`src/design/grl_pkg.sv`:
```
// Shared constants, register codes and stage types for the gradient ramp lookup.
`timescale 1ns / 1ps

package grl_pkg;

  // Stop registers and the ceiling on stops in use
  localparam int STOP_REGS  = 4;
  localparam int MAX_STOPS  = 4;
  localparam int STOP_LIMIT = (MAX_STOPS < STOP_REGS) ? MAX_STOPS : STOP_REGS;

  localparam int SAMPLE_W = 16;
  localparam int CNT_W    = 3;
  localparam int IDX_W    = 2;
  localparam int POS_W    = 17;
  localparam int COLOR_W  = 32;
  localparam int CHAN_W   = 8;
  localparam int STOP_W   = POS_W + COLOR_W;
  localparam int CFG_IDX_W = 3;
  localparam int LANES    = COLOR_W / CHAN_W;

  localparam logic [POS_W-1:0] POS_ONE = POS_W'(65536);

  // Channel divider: dividend 2*num+span, divisor 2*span
  localparam int CH_QW = CHAN_W;
  localparam int CH_DW = POS_W + 1;

  // Register indexes
  localparam logic [CFG_IDX_W-1:0] REG_STOP_COUNT = 3'd0;
  localparam logic [CFG_IDX_W-1:0] REG_RANGE_LOW  = 3'd1;
  localparam logic [CFG_IDX_W-1:0] REG_RANGE_HIGH = 3'd2;
  localparam logic [CFG_IDX_W-1:0] REG_STOP_ZERO  = 3'd3;
  localparam logic [CFG_IDX_W-1:0] REG_STOP_ONE   = 3'd4;
  localparam logic [CFG_IDX_W-1:0] REG_STOP_TWO   = 3'd5;
  localparam logic [CFG_IDX_W-1:0] REG_STOP_THREE = 3'd6;

  // How t comes out of normalization
  localparam logic [1:0] TK_ZERO = 2'd0;
  localparam logic [1:0] TK_ONE  = 2'd1;
  localparam logic [1:0] TK_DIV  = 2'd2;

  // Segment select result handed to the blend stage
  typedef struct packed {
    logic               direct;
    logic               color_valid;
    logic [COLOR_W-1:0] direct_color;
    logic [COLOR_W-1:0] lo_color;
    logic [COLOR_W-1:0] hi_color;
    logic [POS_W-1:0]   d;
    logic [POS_W-1:0]   span;
  } sel_t;

endpackage

```
`src/design/grl_div.sv`:
```
// Pipelined restoring divider, one quotient bit per stage, several lanes in lockstep.
`timescale 1ns / 1ps

module grl_div import grl_pkg::*; #(
  parameter int QW  = 8,
  parameter int DW  = 18,
  parameter int NL  = 1,
  parameter int SW  = 1
) (
  input  logic                      clk,
  input  logic                      rst,
  input  logic                      en,
  input  logic                      in_valid,
  input  logic [NL-1:0][QW+DW-1:0]  dividend,
  input  logic [NL-1:0][DW-1:0]     divisor,
  input  logic [SW-1:0]             in_side,
  output logic                      out_valid,
  output logic [NL-1:0][QW-1:0]     quotient,
  output logic [SW-1:0]             out_side
);

  // Caller guarantees dividend >> QW is below the divisor.
  logic [QW-1:0]              vld;
  logic [SW-1:0]              side [QW];
  logic [NL-1:0][DW-1:0]      rem  [QW];
  logic [NL-1:0][QW-1:0]      low  [QW];
  logic [NL-1:0][QW-1:0]      quo  [QW];
  logic [NL-1:0][DW-1:0]      dvs  [QW];

  genvar k, l;
  generate
    for (k = 0; k < QW; k++) begin : g_stage
      logic                  pv;
      logic [SW-1:0]         pside;
      logic [NL-1:0][DW-1:0] prem;
      logic [NL-1:0][QW-1:0] plow;
      logic [NL-1:0][QW-1:0] pquo;
      logic [NL-1:0][DW-1:0] pdvs;
      logic [NL-1:0][DW-1:0] rem_next;
      logic [NL-1:0][QW-1:0] low_next;
      logic [NL-1:0][QW-1:0] quo_next;

      if (k == 0) begin : g_first
        assign pv    = in_valid;
        assign pside = in_side;
        assign pdvs  = divisor;
        assign pquo  = '0;
        for (l = 0; l < NL; l++) begin : g_split
          assign prem[l] = dividend[l][QW+DW-1:QW];
          assign plow[l] = dividend[l][QW-1:0];
        end
      end else begin : g_rest
        assign pv    = vld[k-1];
        assign pside = side[k-1];
        assign prem  = rem[k-1];
        assign plow  = low[k-1];
        assign pquo  = quo[k-1];
        assign pdvs  = dvs[k-1];
      end

      for (l = 0; l < NL; l++) begin : g_lane
        logic [DW:0] cand;
        logic [DW:0] diffv;
        logic        ge;
        assign cand  = {prem[l], plow[l][QW-1]};
        assign ge    = cand >= {1'b0, pdvs[l]};
        assign diffv = cand - {1'b0, pdvs[l]};
        assign rem_next[l] = ge ? diffv[DW-1:0] : cand[DW-1:0];
        assign low_next[l] = {plow[l][QW-2:0], 1'b0};
        assign quo_next[l] = {pquo[l][QW-2:0], ge};
      end

      always_ff @(posedge clk) begin
        if (rst) begin
          vld[k] <= 1'b0;
        end else if (en) begin
          vld[k] <= pv;
        end
      end

      always_ff @(posedge clk) begin
        if (en) begin
          side[k] <= pside;
          rem[k]  <= rem_next;
          low[k]  <= low_next;
          quo[k]  <= quo_next;
          dvs[k]  <= pdvs;
        end
      end
    end
  endgenerate

  assign out_valid = vld[QW-1];
  assign quotient  = quo[QW-1];
  assign out_side  = side[QW-1];

endmodule

```
`config.mk`:
```
export PLATFORM = sky130hd
export DESIGN_NAME = grl_div
export DESIGN_NICKNAME = d
export VERILOG_FILES = /design/src/design/grl_pkg.sv /design/src/design/grl_div.sv
export SDC_FILE = /design/constraint.sdc
export NUM_CORES = 1
export LEC_CHECK = 0
export ABC_AREA = 1
export ABC_CLOCK_PERIOD_IN_PS = 2600
export BUFFER_PORTS_ARGS = -buffer_cell sky130_fd_sc_hd__buf_2
export CAP_MARGIN = 25
export CORE_MARGIN = 8
export CORE_UTILIZATION = 55
export CTS_BUF_LIST = sky130_fd_sc_hd__clkbuf_8 sky130_fd_sc_hd__clkbuf_16
export DETAILED_ROUTE_END_ITERATION = 7
export MAX_ROUTING_LAYER = met4
export PLACE_DENSITY = 0.77
export SYNTH_ARGS = -nofsm -noshare
export SYNTH_HDL_FRONTEND = slang
export SYNTH_SLANG_ARGS = --single-unit
```
`constraint.sdc`:
```
create_clock -name clk -period 2.6 [get_ports clk]
set_clock_uncertainty 0.05 [all_clocks]
set_input_delay 0.26 -clock clk [delete_from_list [all_inputs] [get_ports clk]]
set_output_delay 0.26 -clock clk [all_outputs]
set_load 0.005 [all_outputs]
```
### Word-level counts from Yosys, hierarchy flattened

Memory sizes are Yosys's and may differ from the RTL's.
Index checks and enable logic that the tools add are counted.

| storage, ports and cells | value |
|---|---|
| RAM bits | 416 |
| memories kept | 5 |
| register bits after elaboration | 8 |
| bits of input ports | 49 |

Memories:

| name | words | bits a word | rd ports | clocked after memory_dff | write ports | line | source |
|---|---|---|---|---|---|---|---|
| dvs | 8 | 18 | 7 | 0 | 8 | grl_div.sv:28 | `logic [NL-1:0][DW-1:0] dvs [QW];` |
| rem | 8 | 18 | 7 | 0 | 8 | grl_div.sv:25 | `logic [NL-1:0][DW-1:0] rem [QW];` |
| quo | 8 | 8 | 8 | 0 | 8 | grl_div.sv:27 | `logic [NL-1:0][QW-1:0] quo [QW];` |
| low | 8 | 7 | 7 | 0 | 8 | grl_div.sv:26 | `logic [NL-1:0][QW-1:0] low [QW];` |
| side | 8 | 1 | 8 | 0 | 8 | grl_div.sv:24 | `logic [SW-1:0] side [QW];` |

| operators by class | value |
|---|---|
| $add $sub $neg | 8 |
| $lt $le $gt $ge | 8 |
| multiplexer cells | 10 |

Operators by type and width:

| kind | number |
|---|---|
| $ge A19 B18 Y1 | 8 |
| $mux W18 | 8 |
| $sub A18 B18 Y18 | 8 |
| $mux W1 | 2 |

### Logic depth before layout (Yosys ltp)

An unclocked memory read counts as a cell.

| depth | value |
|---|---|
| depth after elaboration | 3 |
| mapped depth | 14 |
| gate-level depth less buffers | 14 |

### Worst setup path before layout

No wires, ideal clock.

| timing path | value |
|---|---|
| kind | register to register |
| start point | mem low[5][6] (netlist name) |
| end point | mem rem[6][12] (netlist name), data pin |
| setup slack | 0.606 ns |
| data required time | 2.295 ns |
| clock period less this slack | 1.994 ns |
| stages on the path, launching flop included | 14 |
| setup time | 0.255 ns |
| arrival | 1.689 ns |
| cells stage by stage | edfxtp_1 -> inv_1 -> ha_1 -> inv_1 -> fa_1 -> nand2_1 -> nand2_1 -> and2_1 -> nand2_1 -> nand2_1 -> nand2_1 -> nand3b_1 -> nand3_2 -> nand2_1 |

RTL lines:

| element | line |
|---|---|
| start: declaration | grl_div.sv:26 |
| end: declaration | grl_div.sv:25 |

==> qor.yml <==
outcome: "complete, no violations"
die_x_um: 211
cp_max_fo: 12
rr_endpoint: "rem[3][0]$_DFFE_PP_"
holdPathStages: 3
diodes: 0
hold_path_class: "input port to flip-flop"
layout.nets: 2818
setup_viol: 0
grt_first_pass_wirelength_um: 89800
htree_levels: 2
grt_usage: 0.268
grt_max_degree: 64
crit_path_end_kind: "flip-flop"
setup_tns_ns: 0
cts_setup_buffers: 0
reg2reg_depth: 9
ys_seq_elements: 332
crit_type: "flip-flop to flip-flop"
power_density_nw_per_um2: 1010
coreArea_um2: 37500
ys_types: 43
stdcell_area_um2: 23700
ioPinCount: 59
netlist.area_leader.share: 0.467
insertion_delay_ns: 0.55
drtPass1Iterations: 5
timing.critical_path.mode_cell: "nand2_1"
synth.net_count: 2662
whs_ns: 0.0366
crit_chain: "inv_1 -> ha_1 -> nand2_1 -> nand2_1 -> nor2_1 -> nand3b_1 -> nand4_1 -> buf_4 -> o21ai_1"
min_from: "dividend[14]"
final_common_cell: "nand2_1"
start_util: 0.556
worstHoldEndpoint: "rem[0][7]$_DFFE_PP_"
crit_path_max_incr_delay_ns: 0.51
fp.dieH_um: 211
crit_slowest_cell: "edfxtp_1"
numCtsBuffers: 39
wl_per_cell_um: 18.2
layout.cells.most_common_list: "nand2_1 (816), inv_1 (397), edfxtp_1 (324), nand3_1 (192), nor2_1 (183)"
max_slew.worst_pin.slew_ns: 0.604
rr_startpoint: "dvs[2][2]$_DFFE_PP_"
gp_congestion: 0.982
finalCriticalPeriod_ns: 2.44
hold_violations: 0
synth_top_area_cell: "edfxtp_1"
worstPathArrival_ns: 2.72
clock_path_buffers: 3
syn_avg_cell_area_um2: 8.47
io_buffers: 58
met1_length_um: 26100
power.leakage_nw: 11.4
rsz0062_at_grt: "false"
syn_area_um2: 20800
drt_wl_total_um: 57500
placed_cell_area_um2: 22000
yosysSeqAreaShare: 0.474
wl_met2_um: 25200
hpwl_um: 45600
antenna_found_initial: 1
synthCells: 2462
rows: 71
drtAntennaViolNets: 0
ys.flop_type: "edfxtp_1"
root_buffer: "clkbuf_16"
drv_cap: 0
drc: 0
post-route-period-util: 0.940
grt_pass1_vias: 16400
slew_viol_final: 0
cts.clk_slew.worst_paths_ns: 0.06
reg2reg_slack_ns: 0.16
drive_above_1_share: 0.103
synth_edf_count: 324
met3_length_um: 3960
cts_tree: "yes"
yosys_warnings: 0
synthTopCellsByArea: "edfxtp_1 (47%), nand2_1 (15%), ha_1 (8.6%), inv_1 (7.1%), nand3_1 (4.6%)"
synth_async_sr_flop_share: 0
ir_drop_v: 0.000641
cts.sinks: 332
crit_required_ns: 2.87
vias_per_cell: 5.34
synthToLayoutAreaGrowth_pct: 13.5
drt_iter0_drc: 1339
cp-start-kind: "flip-flop"
dieArea_um2: 44400
vias: 16900
top_layer: "met4"
slew-limit-headroom: 0.597
grt-ovfl-total: 0
max_freq_mhz: 409
==> state kept, by name (all words and copies together) (netlist names) <==
| signal | flops |
|---|---|
| dvs | 126 |
| g_stage.pv | 7 |
| low | 28 |
| out_valid | 1 |
| rem | 126 |
| quo | 36 |
| side | 8 |
==> where the power goes <==
part	internal, mW	leakage (nW)	switching (mW)
combinational	3.65	7.49	6.57
clock	3.08	0.626	2.30
sequential	7.44	3.24	0.854
==> timing repair <==
action | in CTS | in global routing
hold buffers | 37 | 0
endpoints found under the setup margin | 1 | 0
gates resized for setup | 1 | 0
hold endpoints to repair | 43 | 0
==> cell families after synthesis <==
kind of cell / synth area share
buf+inv: 0.0831
compound gates: 0.0423
fa+ha+maj: 0.0932
xor+xnor: 0.0235
flops: 0.474
simple gates: 0.283
==> cell type report <==
type                       count  area [um2]
clock buffer                  43        1050
sequential                   332        9890
tap                          511         639
multi-input combinational   1705        9220
fill                        3246       13800
clock inverter                28         223
timing repair buffer         139        1130
inverter                     401        1510
==> layer usage <==
layer | global-route usage | vias to the layer above
li1 | - | 8312
met4 | 0.111 | 0
met3 | 0.0350 | 117
met2 | 0.402 | 622
met1 | 0.365 | 7808
met5 | - | -
==> metrics by stage <==
stage / setup WS (ns) / util / std cells / total power, mW
4_1_cts: 0.175 / 0.631 / 3159 / 23.8
5_1_grt: 0.0272 / 0.631 / 3159 / 25.4
3_3_place_gp: 0.00280 / 0.587 / 3051 / 18.2
2_1_floorplan: 0.606 / - / 2462 / 15.2
3_5_place_dp: -0.0471 / 0.587 / 3051 / 18.3
6_report: 0.156 / 0.631 / 3159 / 23.9
==> cells in the mapped netlist, drive strengths merged, types with 2 or more instances <==
| master | n |
|---|---|
| o21ai | 46 |
| nor3 | 26 |
| ha | 144 |
| fa | 7 |
| nor4 | 2 |
| or2 | 12 |
| edfxtp | 324 |
| a21oi | 84 |
| xor2 | 52 |
| o21bai | 6 |
| nand3 | 202 |
| dfxtp | 8 |
| nand2 | 839 |
| nand4 | 20 |
| nor2 | 196 |
| nand3b | 56 |
| a31oi | 2 |
| buf | 23 |
| inv | 399 |
| clkinv | 2 |
| and2 | 5 |
| xnor2 | 4 |
==> critical path, delay by kind of cell, from the launching register on <==
family                   cells  cell delay (ns)
AO/OA/AOI/OAI                1             0.32
flip-flops                   1             0.51
AND/OR/NAND/NOR              5             0.71
adder cells (fa/ha/maj)      1             0.34
buffers and inverters        2             0.29
==> how the worst max path moves through the flow <==
stage / startpoint / end / slack, ns / depth (start not counted)
after CTS: dvs[2][2]$_DFFE_PP_ / rem[3][0]$_DFFE_PP_ / 0.17 / 9
after detailed placement: dvs[2][2]$_DFFE_PP_ / rem[3][0]$_DFFE_PP_ / -0.05 / 9
after floorplan: low[5][6]$_DFFE_PP_ / rem[6][12]$_DFFE_PP_ / 0.61 / 13
final: dvs[2][2]$_DFFE_PP_ / rem[3][0]$_DFFE_PP_ / 0.16 / 9
after global placement: dvs[2][2]$_DFFE_PP_ / rem[3][0]$_DFFE_PP_ / 0.003 / 9
after global routing: dvs[1][15]$_DFFE_PP_ / rem[2][3]$_DFFE_PP_ / 0.03 / 11
Note: power is estimated with default switching activity, not from simulation.
